**src/sv/stbq_pkg.sv**
```systemverilog
`default_nettype none

package stbq_pkg;

    localparam int unsigned SampleWidth   = 16;
    localparam int unsigned CoefWidth     = 21;
    localparam int unsigned CoefFracBits  = 17;
    localparam int unsigned StateFracBits = 16;
    localparam int unsigned StateWidth    = 40;
    localparam int unsigned ProdFullWidth = CoefWidth + StateWidth;
    localparam int unsigned ProdWidth     = ProdFullWidth - CoefFracBits;
    localparam int unsigned AccWidth      = 48;
    localparam int unsigned ChannelCount  = 2;
    localparam int unsigned FfWidth       = 3 * CoefWidth;
    localparam int unsigned FbWidth       = 2 * CoefWidth;
    localparam int unsigned CfgIndexWidth = 3;
    localparam int unsigned CfgDataWidth  = FfWidth;
    localparam int unsigned PcWidth       = 4;

    localparam logic [FfWidth-1:0] FfReset = FfWidth'(1) << (2 * CoefWidth + CoefFracBits);
    localparam logic [FbWidth-1:0] FbReset = '0;

    localparam logic [PcWidth-1:0] StepFirst = PcWidth'(0);

    typedef enum logic [CfgIndexWidth-1:0] {
        REG_FILTER_ENABLE     = 3'd0,
        REG_STEREO_MODE       = 3'd1,
        REG_SHELF_FEEDFORWARD = 3'd2,
        REG_SHELF_FEEDBACK    = 3'd3,
        REG_PEAK_FEEDFORWARD  = 3'd4,
        REG_PEAK_FEEDBACK     = 3'd5
    } cfg_reg_t;

    typedef enum logic [2:0] {
        COEF_B0 = 3'd0,
        COEF_B1 = 3'd1,
        COEF_B2 = 3'd2,
        COEF_A1 = 3'd3,
        COEF_A2 = 3'd4
    } coef_sel_t;

    typedef enum logic {
        SRC_X = 1'b0,
        SRC_Y = 1'b1
    } mul_src_t;

    typedef enum logic [2:0] {
        ACC_HOLD    = 3'd0,
        ACC_P_D1    = 3'd1,
        ACC_P_D2    = 3'd2,
        ACC_LOAD_P  = 3'd3,
        ACC_SUB_P   = 3'd4
    } acc_op_t;

    typedef enum logic [1:0] {
        JMP_NEXT = 2'd0,
        JMP_LOOP = 2'd1,
        JMP_OUT  = 2'd2
    } jmp_t;

    typedef struct packed {
        coef_sel_t coef;
        mul_src_t  src;
        acc_op_t   acc;
        logic      wr_y;
        logic      wr_d1;
        logic      wr_d2;
        logic      wr_x;
        jmp_t      jmp;
    } uword_t;

    typedef struct packed {
        uword_t uw;
        logic   run;
        logic   load_x;
        logic   stage;
        logic   ch;
    } dp_ctrl_t;

    // One biquad per pass (shelf, then peak); the last step hands off the result.
    function automatic uword_t ucode(input logic [PcWidth-1:0] pc);
        uword_t w;
        w = '{coef: COEF_B0, src: SRC_X, acc: ACC_HOLD, wr_y: 1'b0, wr_d1: 1'b0,
              wr_d2: 1'b0, wr_x: 1'b0, jmp: JMP_NEXT};
        unique case (pc)
            4'd0: w.coef = COEF_B0;
            4'd1: w.acc = ACC_P_D1;
            4'd2:
            begin
                w.wr_y = 1'b1;
                w.coef = COEF_B1;
            end
            4'd3:
            begin
                w.acc  = ACC_P_D2;
                w.coef = COEF_A1;
                w.src  = SRC_Y;
            end
            4'd4:
            begin
                w.acc  = ACC_SUB_P;
                w.coef = COEF_B2;
            end
            4'd5:
            begin
                w.wr_d1 = 1'b1;
                w.acc   = ACC_LOAD_P;
                w.coef  = COEF_A2;
                w.src   = SRC_Y;
            end
            4'd6: w.acc = ACC_SUB_P;
            4'd7:
            begin
                w.wr_d2 = 1'b1;
                w.wr_x  = 1'b1;
                w.jmp   = JMP_LOOP;
            end
            default: w.jmp = JMP_OUT;
        endcase
        return w;
    endfunction

    function automatic logic signed [StateWidth-1:0] sat40(
        input logic signed [AccWidth-1:0] v
    );
        logic [AccWidth-StateWidth:0] top;
        top = v[AccWidth-1:StateWidth-1];
        if ((&top) || !(|top))
            return v[StateWidth-1:0];
        else if (v[AccWidth-1])
            return {1'b1, {(StateWidth-1){1'b0}}};
        else
            return {1'b0, {(StateWidth-1){1'b1}}};
    endfunction

endpackage

`default_nettype wire

```
**src/sv/stbq_datapath.sv**
```systemverilog
`default_nettype none

module stbq_datapath (
    input  wire logic                                  clk,
    input  wire logic                                  rst_n,
    input  wire stbq_pkg::dp_ctrl_t                    ctrl,
    input  wire logic signed [stbq_pkg::SampleWidth-1:0] sample,
    input  wire logic [stbq_pkg::FfWidth-1:0]          shelf_ff,
    input  wire logic [stbq_pkg::FbWidth-1:0]          shelf_fb,
    input  wire logic [stbq_pkg::FfWidth-1:0]          peak_ff,
    input  wire logic [stbq_pkg::FbWidth-1:0]          peak_fb,
    output logic signed [stbq_pkg::SampleWidth-1:0]    result,
    output logic                                       clip
);

    localparam int unsigned CW = stbq_pkg::CoefWidth;
    localparam int unsigned SW = stbq_pkg::StateWidth;
    localparam int unsigned AW = stbq_pkg::AccWidth;
    localparam int unsigned SF = stbq_pkg::StateFracBits;
    localparam int unsigned QW = SW - SF;
    localparam logic signed [SW-1:0] OutTop = SW'(32767) <<< SF;
    localparam logic signed [SW-1:0] OutBot = -(SW'(32768) <<< SF);
    localparam logic signed [stbq_pkg::ProdFullWidth-1:0] RoundHalf =
        stbq_pkg::ProdFullWidth'(1) <<< (stbq_pkg::CoefFracBits - 1);

    logic signed [SW-1:0] x_reg;
    logic signed [SW-1:0] y_reg;
    logic signed [AW-1:0] acc_reg;
    logic signed [AW-1:0] acc_next;
    logic signed [stbq_pkg::ProdWidth-1:0] prod_reg;
    logic signed [SW-1:0] d1_reg [0:1][0:stbq_pkg::ChannelCount-1];
    logic signed [SW-1:0] d2_reg [0:1][0:stbq_pkg::ChannelCount-1];

    logic [stbq_pkg::FfWidth-1:0] ff;
    logic [stbq_pkg::FbWidth-1:0] fb;
    logic signed [CW-1:0] coef;
    logic signed [SW-1:0] opnd;
    logic signed [stbq_pkg::ProdFullWidth-1:0] prod_full;
    logic signed [stbq_pkg::ProdFullWidth-1:0] prod_rnd;
    logic signed [SW-1:0] d1_cur;
    logic signed [SW-1:0] d2_cur;
    logic signed [SW-1:0] acc_sat;
    logic signed [QW-1:0] q;
    logic [SF-1:0] frac;
    logic round_up;
    logic above;
    logic below;

    assign ff = ctrl.stage ? peak_ff : shelf_ff;
    assign fb = ctrl.stage ? peak_fb : shelf_fb;

    always_comb
    begin
        unique case (ctrl.uw.coef)
            stbq_pkg::COEF_B0: coef = ff[3*CW-1:2*CW];
            stbq_pkg::COEF_B1: coef = ff[2*CW-1:CW];
            stbq_pkg::COEF_B2: coef = ff[CW-1:0];
            stbq_pkg::COEF_A1: coef = fb[2*CW-1:CW];
            stbq_pkg::COEF_A2: coef = fb[CW-1:0];
            default:           coef = '0;
        endcase
    end

    assign opnd      = (ctrl.uw.src == stbq_pkg::SRC_Y) ? y_reg : x_reg;
    assign prod_full = coef * opnd;
    assign prod_rnd  = prod_full + RoundHalf;

    assign d1_cur  = d1_reg[ctrl.stage][ctrl.ch];
    assign d2_cur  = d2_reg[ctrl.stage][ctrl.ch];
    assign acc_sat = stbq_pkg::sat40(acc_reg);

    always_comb
    begin
        unique case (ctrl.uw.acc)
            stbq_pkg::ACC_HOLD:   acc_next = acc_reg;
            stbq_pkg::ACC_P_D1:   acc_next = AW'(prod_reg) + AW'(d1_cur);
            stbq_pkg::ACC_P_D2:   acc_next = AW'(prod_reg) + AW'(d2_cur);
            stbq_pkg::ACC_LOAD_P: acc_next = AW'(prod_reg);
            stbq_pkg::ACC_SUB_P:  acc_next = acc_reg - AW'(prod_reg);
            default:              acc_next = acc_reg;
        endcase
    end

    always_ff @(posedge clk)
    begin
        prod_reg <= prod_rnd[stbq_pkg::ProdFullWidth-1:stbq_pkg::CoefFracBits];
        if (ctrl.run)
            acc_reg <= acc_next;
        if (ctrl.run && ctrl.uw.wr_y)
            y_reg <= acc_sat;
        if (ctrl.load_x)
            x_reg <= {{(SW - stbq_pkg::SampleWidth - SF){sample[stbq_pkg::SampleWidth-1]}},
                      sample, {SF{1'b0}}};
        else if (ctrl.run && ctrl.uw.wr_x)
            x_reg <= y_reg;
    end

    always_ff @(posedge clk or negedge rst_n)
    begin
        if (!rst_n)
        begin
            for (int s = 0; s < 2; s++)
            begin
                for (int c = 0; c < stbq_pkg::ChannelCount; c++)
                begin
                    d1_reg[s][c] <= '0;
                    d2_reg[s][c] <= '0;
                end
            end
        end
        else
        begin
            if (ctrl.run && ctrl.uw.wr_d1)
                d1_reg[ctrl.stage][ctrl.ch] <= acc_sat;
            if (ctrl.run && ctrl.uw.wr_d2)
                d2_reg[ctrl.stage][ctrl.ch] <= acc_sat;
        end
    end

    // round half to even, saturate to 16 bits
    assign q        = y_reg[SW-1:SF];
    assign frac     = y_reg[SF-1:0];
    assign round_up = frac[SF-1] & ((|frac[SF-2:0]) | q[0]);
    assign above    = y_reg > OutTop;
    assign below    = y_reg < OutBot;

    always_comb
    begin
        clip = above | below;
        priority if (above)
            result = {1'b0, {(stbq_pkg::SampleWidth-1){1'b1}}};
        else if (below)
            result = {1'b1, {(stbq_pkg::SampleWidth-1){1'b0}}};
        else
            result = q[stbq_pkg::SampleWidth-1:0]
                   + {{(stbq_pkg::SampleWidth-1){1'b0}}, round_up};
    end

endmodule

`default_nettype wire

```
**src/sv/stereo_two_biquad_eq.sv**
```systemverilog
// Stereo two-stage equalizer: low-shelf biquad then peaking biquad per sample.
// Input channel: in_valid/in_stall with sample_in and last_in_buffer; a transfer
// happens on a clock edge with in_valid high and in_stall low. Samples are
// interleaved left, right; last_in_buffer returns the channel to left.
// Output channel: out_valid/out_stall with sample_out and clipped, held stable
// while out_stall is high.
// Config channel: cfg_valid/cfg_ready with cfg_index and cfg_data, always ready;
// write only while no sample is in flight. Unknown indexes are ignored.
// Filter enabled: the microcode runs 8 steps per biquad on one shared
// 21x40 multiplier, twice, plus one hand-off step; no new sample is taken
// until the hand-off step has passed the result to the output register.
// A sample can be taken while a previous result is still waiting; the hand-off
// step holds until the output register is free.
// Filter disabled: registered pass-through, valid in the next cycle, no new
// sample while the output register is full, delay state untouched.
// Reset clears config to pass-through, stereo mode, unity coefficients, and
// zeroes all delay state and the channel toggle.
`default_nettype none

module stereo_two_biquad_eq (
    input  wire logic                                   clk,
    input  wire logic                                   rst_n,
    input  wire logic                                   in_valid,
    output logic                                        in_stall,
    input  wire logic signed [stbq_pkg::SampleWidth-1:0] sample_in,
    input  wire logic                                   last_in_buffer,
    output logic                                        out_valid,
    input  wire logic                                   out_stall,
    output logic signed [stbq_pkg::SampleWidth-1:0]     sample_out,
    output logic                                        clipped,
    input  wire logic                                   cfg_valid,
    output logic                                        cfg_ready,
    input  wire logic [stbq_pkg::CfgIndexWidth-1:0]     cfg_index,
    input  wire logic [stbq_pkg::CfgDataWidth-1:0]      cfg_data
);

    logic                               enable_reg;
    logic                               stereo_reg;
    logic [stbq_pkg::FfWidth-1:0]       shelf_ff_reg;
    logic [stbq_pkg::FbWidth-1:0]       shelf_fb_reg;
    logic [stbq_pkg::FfWidth-1:0]       peak_ff_reg;
    logic [stbq_pkg::FbWidth-1:0]       peak_fb_reg;

    logic                               running_reg, running_next;
    logic [stbq_pkg::PcWidth-1:0]       pc_reg, pc_next;
    logic                               stage_reg, stage_next;
    logic                               toggle_reg, toggle_next;
    logic                               ch_reg, ch_next;
    logic                               out_valid_reg, out_valid_next;
    logic signed [stbq_pkg::SampleWidth-1:0] sample_out_reg, sample_out_next;
    logic                               clipped_reg, clipped_next;

    logic                               in_xfer;
    logic                               cfg_xfer;
    logic                               out_free;
    stbq_pkg::uword_t                   uw;
    stbq_pkg::dp_ctrl_t                 ctrl;
    logic signed [stbq_pkg::SampleWidth-1:0] filt_sample;
    logic                               filt_clip;

    assign in_stall   = running_reg | (out_valid_reg & ~enable_reg);
    assign in_xfer    = in_valid & ~in_stall;
    assign cfg_ready  = 1'b1;
    assign cfg_xfer   = cfg_valid & cfg_ready;
    assign out_free   = ~(out_valid_reg & out_stall);
    assign out_valid  = out_valid_reg;
    assign sample_out = sample_out_reg;
    assign clipped    = clipped_reg;

    assign uw = stbq_pkg::ucode(pc_reg);

    always_comb
    begin
        ctrl.uw     = uw;
        ctrl.run    = running_reg;
        ctrl.load_x = in_xfer & enable_reg;
        ctrl.stage  = stage_reg;
        ctrl.ch     = ch_reg;
    end

    stbq_datapath u_datapath (
        .clk      (clk),
        .rst_n    (rst_n),
        .ctrl     (ctrl),
        .sample   (sample_in),
        .shelf_ff (shelf_ff_reg),
        .shelf_fb (shelf_fb_reg),
        .peak_ff  (peak_ff_reg),
        .peak_fb  (peak_fb_reg),
        .result   (filt_sample),
        .clip     (filt_clip)
    );

    always_comb
    begin
        running_next    = running_reg;
        pc_next         = pc_reg;
        stage_next      = stage_reg;
        toggle_next     = toggle_reg;
        ch_next         = ch_reg;
        out_valid_next  = out_valid_reg & out_stall;
        sample_out_next = sample_out_reg;
        clipped_next    = clipped_reg;

        if (in_xfer)
        begin
            ch_next     = stereo_reg & toggle_reg;
            toggle_next = stereo_reg & ~last_in_buffer & ~toggle_reg;
            if (enable_reg)
            begin
                running_next = 1'b1;
                pc_next      = stbq_pkg::StepFirst;
                stage_next   = 1'b0;
            end
            else
            begin
                out_valid_next  = 1'b1;
                sample_out_next = sample_in;
                clipped_next    = 1'b0;
            end
        end
        else if (running_reg)
        begin
            unique case (uw.jmp)
                stbq_pkg::JMP_NEXT: pc_next = pc_reg + 1'b1;
                stbq_pkg::JMP_LOOP:
                begin
                    if (!stage_reg)
                    begin
                        stage_next = 1'b1;
                        pc_next    = stbq_pkg::StepFirst;
                    end
                    else
                        pc_next = pc_reg + 1'b1;
                end
                stbq_pkg::JMP_OUT:
                begin
                    if (out_free)
                    begin
                        running_next    = 1'b0;
                        out_valid_next  = 1'b1;
                        sample_out_next = filt_sample;
                        clipped_next    = filt_clip;
                    end
                end
                default: pc_next = pc_reg;
            endcase
        end
    end

    always_ff @(posedge clk or negedge rst_n)
    begin
        if (!rst_n)
        begin
            running_reg   <= 1'b0;
            pc_reg        <= stbq_pkg::StepFirst;
            stage_reg     <= 1'b0;
            toggle_reg    <= 1'b0;
            ch_reg        <= 1'b0;
            out_valid_reg <= 1'b0;
            enable_reg    <= 1'b0;
            stereo_reg    <= 1'b1;
            shelf_ff_reg  <= stbq_pkg::FfReset;
            shelf_fb_reg  <= stbq_pkg::FbReset;
            peak_ff_reg   <= stbq_pkg::FfReset;
            peak_fb_reg   <= stbq_pkg::FbReset;
        end
        else
        begin
            running_reg   <= running_next;
            pc_reg        <= pc_next;
            stage_reg     <= stage_next;
            toggle_reg    <= toggle_next;
            ch_reg        <= ch_next;
            out_valid_reg <= out_valid_next;
            if (cfg_xfer)
            begin
                unique case (cfg_index)
                    stbq_pkg::REG_FILTER_ENABLE:     enable_reg   <= cfg_data[0];
                    stbq_pkg::REG_STEREO_MODE:       stereo_reg   <= cfg_data[0];
                    stbq_pkg::REG_SHELF_FEEDFORWARD: shelf_ff_reg <= cfg_data;
                    stbq_pkg::REG_SHELF_FEEDBACK:
                        shelf_fb_reg <= cfg_data[stbq_pkg::FbWidth-1:0];
                    stbq_pkg::REG_PEAK_FEEDFORWARD:  peak_ff_reg  <= cfg_data;
                    stbq_pkg::REG_PEAK_FEEDBACK:
                        peak_fb_reg <= cfg_data[stbq_pkg::FbWidth-1:0];
                    default: ;
                endcase
            end
        end
    end

    always_ff @(posedge clk)
    begin
        sample_out_reg <= sample_out_next;
        clipped_reg    <= clipped_next;
    end

endmodule

`default_nettype wire

```
**config.mk**
```make
export PLATFORM = sky130hd
export DESIGN_NAME = stereo_two_biquad_eq
export DESIGN_NICKNAME = d
export VERILOG_FILES = /design/src/sv/stbq_pkg.sv /design/src/sv/stbq_datapath.sv /design/src/sv/stereo_two_biquad_eq.sv
export SDC_FILE = /design/constraint.sdc
export NUM_CORES = 2
export LEC_CHECK = 0
export BUFFER_PORTS_ARGS = -buffer_cell sky130_fd_sc_hd__buf_2
export CAP_MARGIN = 25
export CORE_MARGIN = 2
export CORE_UTILIZATION = 50
export CTS_CLUSTER_SIZE = 40
export DETAILED_ROUTE_END_ITERATION = 16
export PLACE_DENSITY = 0.69
export SYNTH_ARGS = -nofsm -noshare
export SYNTH_HDL_FRONTEND = slang
export SYNTH_SLANG_ARGS = --single-unit
```
**constraint.sdc**
```tcl
create_clock -name clk -period 14.25 [get_ports clk]
set_clock_uncertainty 0.05 [all_clocks]
set_input_delay 2.85 -clock clk [delete_from_list [all_inputs] [get_ports clk]]
set_output_delay 2.85 -clock clk [all_outputs]
set_load 0.01 [all_outputs]
```
Word-level counts from Yosys, hierarchy flattened --
Index checks and enable logic that the tools add are counted.
Cells by class: multipliers 1, reduce and logical (&&, ||, !) cells 34, mux-type cells 64, add/sub/neg operators 6, bitwise operators 17, magnitude comparators 6, equality and inequality tests 25
Operator list (count):
- $mux W80 | 7
- $mux W40 | 12
- $bwmux W160 | 2
- $pmux W48 S4 | 1
- $mux W16 | 7
- $pmux W21 S5 | 1
- $add A44 B40 Y45 | 2
- $demux W80 S1 | 1
- $mux W63 | 1
- $add A61 B18 Y61 const B | 1
- $mul A21 B40 Y61 | 1
- $sub A48 B44 Y48 | 1
- $mux W42 | 1
- $demux W40 S1 | 1
- $gt A40 B32 Y1 const B | 1
- $lt A40 B32 Y1 const B | 1
- $pmux W3 S4 | 2
- $mux W1 | 21
- $eq A3 B2 Y1 const B | 6
- $add A16 B1 Y16 | 1
- $eq A4 B3 Y1 const B | 4
- $mux W4 | 4
- $reduce_or A15 Y1 | 1
- $reduce_and A2 Y1 | 7
- other kinds (32) | 66
Word-level totals: bits in registers 730, output and inout port bits 20, input bits 88

Longest topological paths before layout --
depth in word-level cells 10, gate-level depth with buffers 38, mapped depth without buffers 34

By module --
A second synthesis with hierarchy kept.
Second synthesis, totals: cells, all modules 6967, area total of the unflattened synthesis 66910.4 µm²
By module, submodules not included:
- stbq_datapath | area an instance 57650.3 µm², times used 1, sequential area each 12572.1 µm², cells an instance 6404
- stereo_two_biquad_eq | area an instance 9260.1 µm², times used 1, sequential area each 6044.5 µm², cells an instance 563

Least setup slack after synthesis --
No wires, ideal clock.
kind register -> register, start point register pc_reg[1] in the netlist's numbering, end point register u_datapath.prod_reg[41] in the netlist's numbering, stages on the path, launching flop included 35, data arrival time 9.035 ns, clock period less this slack 9.205 ns, slack 5.045 ns, required time 14.081 ns, buffers on the path 6, library setup time 0.119 ns, cell sequence dfrtp_1 -> inv_1 -> ha_1 -> buf_2 -> nor3b_1 -> or3_1 -> clkbuf_1 -> nor2b_1 -> buf_2 -> buf_2 -> a2111oi_2 -> buf_2 -> nor2_1 -> fa_1 -> fa_1 -> inv_1 -> fa_1 -> inv_1 -> fa_1 -> fa_1 -> fa_1 -> fa_1 -> ha_1 -> clkbuf_1 -> a221oi_1 -> o21ai_1 -> a311oi_1 -> nand3_1 -> o21ba_4 -> a2111oi_4 -> nor2_4 -> o22ai_4 -> o21ai_2 -> a221o_1 -> xor2_1
Between the ends: longest elaborated chain between the ends 6, elaborated cells between the ends (all ways) 16, classes of those cells 1 x add/sub; 1 x mul; 8 x eq/ne; 4 x mux; 2 x reduce/logical
RTL lines:
- from (decl) | line stereo_two_biquad_eq.sv:45 | logic [stbq_pkg::PcWidth-1:0] pc_reg, pc_next;
- from (signal assigned) | line stereo_two_biquad_eq.sv:156 | pc_reg <= stbq_pkg::StepFirst;
- from (signal assigned) | line stereo_two_biquad_eq.sv:171 | pc_reg <= pc_next;
- $eq A4 B3 Y1 / $eq A4 B2 Y1 (equally long branches) | line stbq_pkg.sv:85 | unique case (pc)
- $pmux W3 S4 / $reduce_or A2 Y1 (equally long branches)
- $eq A3 B3 Y1 (tied with other cells) | line stbq_datapath.sv:54 | unique case (ctrl.uw.coef)
- $pmux W21 S5 / $mux W40 (equally long branches) | line stbq_datapath.sv:54, stbq_datapath.sv:64
- $mul A21 B40 Y61 * | line stbq_datapath.sv:65 | assign prod_full = coef * opnd;
- $add A61 B18 Y61 * | line stbq_datapath.sv:66 | assign prod_rnd = prod_full + RoundHalf;
- named net u_datapath.prod_rnd, one bit | line stbq_datapath.sv:39 | logic signed [stbq_pkg::ProdFullWidth-1:0] prod_rnd;
- to (signal assigned) | line stbq_datapath.sv:86 | prod_reg <= prod_rnd[stbq_pkg::ProdFullWidth-1:stbq_pkg::CoefFracBits];
- to (decl) | line stbq_datapath.sv:30 | logic signed [stbq_pkg::ProdWidth-1:0] prod_reg;
The timed path passes the listed nets; every way through them passes the cells marked *. A chain may end at the register's enable or synchronous reset.

Final worst setup path --
Ends and elaborated chain as after synthesis.

==> run_results.csv <==
group,metric,value,unit
status,status,"finished clean",
clocking,cts_sinks,730,
global_route,grt_pass1_vias,51800,
setup_path,crit_start,"pc_reg[1]",
sta,slew_violations,0,
clocking,clockBufferDepth,3,
clocking,cts_setup_buffers,0,
setup_path,crit_path_end,"u_datapath.prod_reg[41]",
flow_run,drv_cap,0,
global_route,grt_max_degree,175,
global_route,grt.overflow.total,0,
route,drt-total-wl,191000,um
clocking,clock_latency,0.69,ns
synth,synth_area_leaders,"fa_1 25%, dfrtp_1 20%, inv_1 6.0%",
setup_path,reg2reg_from,"pc_reg[1]",
synth,synth.distinct_cells,94,
synth,ys_seq_area_frac,0.282,
route,routed_via_density,5.80,
setup_path,start_kind,"flip-flop",
synth,synthArstFlopShare,0.741,
global_route,antenna_found_initial,15,
sta,rsz0062_at_grt,"no",
synth,synth_nets,7972,
sta,slew_headroom,0.220,
setup_path,reg2reg_to,"u_datapath.prod_reg[41]",
setup_path,reg2reg_slack,3.73,ns
global_route,grt_use_total,0.289,
sta,fin_crit,10.52,ns
route,antenna_left,0,
synth,synth_area_per_cell,9.73,sq um
sta,fin_setup_tns,0,ns
floorplanning,num_io_pins,108,
setup_path,path_max_fanout,45,
sta,finalHoldViolations,0,
setup_path,slowest_stage,"mux2i_1",
setup_path,critPathMaxStageDelay,0.92,ns
global_route,grt_pass1_wl,301000,um
route,first_iter_violations,4329,
place,globalplace.congestion,0.964,
hold_path,hp-class,"flip-flop to flip-flop",
route,drc,0,
floorplanning,dieWidth,367,um
sta,fin_crit_sh,0.738,
clocking,ctsHoldBuffers,0,
place,io_buffers,106,
route,firstDrtPassIters,6,
clocking,cts_buffers,83,
place,dp_hpwl,141000,um
synth,ys_ff_latch,730,
synth,synthDominantCellAreaShare,0.250,
floorplanning,die_area,135000,sq um
cells_and_area,area.growth.synth_to_final,8.00,%
synth,synth-edff-count,129,
synth,synth_top_area_cell,"fa_1",
setup_path,end_kind,"flip-flop",
clocking,htree_levels,3,
clocking,cts_resized,0,
setup_path,r2r_cells,28,
sta,finalSetupViolCount,0,
setup_path,crit_required,14.77,ns
sta,worst_slew_pin_slew,1.16,ns
floorplanning,rows,133,
hold_path,hold_depth,2,
synth,synth-warning-count,0,
clocking,cts-root-buf,"clkbuf_16",
clocking,clk_pin_slew,0.06,ns
floorplanning,core-area,131000,sq um
setup_path,crit_type,"flip-flop to flip-flop",
synth,synth_common_cells,"1063 x inv_1, 828 x nand2_1, 823 x fa_1",
route,routedWlPerCell,22.4,um
sta,clock.fmax,95.0,MHz
floorplanning,dieHeight,367,um
setup_path,crit_top_cell,"fa_1",
synth,netlist_instances,6777,
route,num_vias,49500,
synth,synth.most_common_cell,"inv_1",
cells_and_area,layout-drive-gt1-share,0.111,
clocking,cts_tree,"built",
setup_path,critical_path_arrival,11.04,ns
cells_and_area,final_net_count,7893,
floorplanning,initial_core_util,0.503,
synth,synth-main-ff-cell,"dfrtp_1",
synth,syn-cell-area,66000,sq um
per-layer routing:
metal  global-route usage  part of all wire
met1                0.393              0.41
met2                0.445              0.44
met3               0.0656             0.093
met4                0.129             0.047
met5                    0           0.00065
cell families after synthesis:
group / Yosys count / synth area share
xor gates and xnor gates: 181 / 0.0240
and+or+nand+nor: 1741 / 0.112
other: 1 / 0.0000569
DFF: 730 / 0.282
adders and majority gates: 1107 / 0.304
muxes: 429 / 0.0854
AOI/OAI and AO/OA: 1170 / 0.112
buffers and inverters: 1418 / 0.0812
critical path, delay by kind of cell (launching register included):
| kind | cells | cell delay [ns] |
|---|---|---|
| DFF | 1 | 0.42 |
| adders and majority gates | 9 | 4.34 |
| buffers and inverters | 4 | 0.89 |
| muxes | 2 | 1.15 |
| AOI/OAI and AO/OA | 8 | 2.24 |
| xor gates and xnor gates | 1 | 0.14 |
| and+or+nand+nor | 4 | 1.08 |
metrics by stage:
stage | setup slack, ns | instance area (sq um) | std cells | hold WS (ns) | utilization
finish | 3.73 | 71200 | 8528 | 0.419 | 0.543
floorplan | 5.05 | 66000 | 6777 | 0.383 | -
detailed placement | 3.88 | 68300 | 8365 | 0.404 | 0.521
CTS | 3.86 | 71200 | 8518 | 0.417 | 0.543
global route | 3.23 | 71200 | 8521 | 0.437 | 0.543
global placement | 4.04 | 68200 | 8361 | 0.397 | 0.520
final cells by class:
type,instances,area (sq um)
Inverter,1063,3990
Fill cell,11700,59900
Sequential cell,730,18600
Antenna cell,7,17.5
Clock buffer,112,2390
Multi-Input combinational cell,4629,42200
Tap cell,1755,2200
Clock inverter,41,485
Timing Repair Buffer,191,1300
how the worst min path moves through the flow:
stage,startpoint,to
floorplan,u_datapath.x_reg[0],u_datapath.x_reg[0]
global placement,u_datapath.x_reg[0],u_datapath.x_reg[0]
detailed placement,u_datapath.x_reg[0],u_datapath.x_reg[0]
CTS,u_datapath.x_reg[11],u_datapath.x_reg[11]
global route,u_datapath.x_reg[12],u_datapath.x_reg[12]
finish,u_datapath.x_reg[12],u_datapath.x_reg[12]
cells in the final DEF, fill, tap and decap left out, drive strengths merged, types with 16 or more instances in the layout:
cell type | Yosys | routed
nor3 | 19 | 19
o21a | 20 | 20
and3 | 31 | 31
nor2b | 56 | 56
dfrtp | 538 | 538
xnor2 | 125 | 125
nand2b | 35 | 35
nand2 | 828 | 828
dfxtp | 60 | 60
ha | 284 | 284
o221ai | 20 | 20
o21ai | 196 | 196
a222oi | 25 | 25
mux2i | 78 | 78
mux4 | 80 | 80
nand4 | 37 | 37
o22ai | 27 | 27
xor2 | 56 | 56
edfxtp | 129 | 129
clkbuf | 298 | 112
a31oi | 24 | 24
nor2 | 571 | 571
buf | 57 | 191
inv | 1063 | 1077
and2 | 50 | 50
nand3 | 60 | 60
fa | 823 | 823
a22oi | 25 | 25
mux2 | 271 | 271
a22o | 16 | 16
o21bai | 31 | 31
a21o | 117 | 117
clkinv | 0 | 18
o211ai | 24 | 24
a21oi | 521 | 521
Power is not shown: default switching activity piles up to over one toggle a cycle in this logic, so the estimate is an artifact.
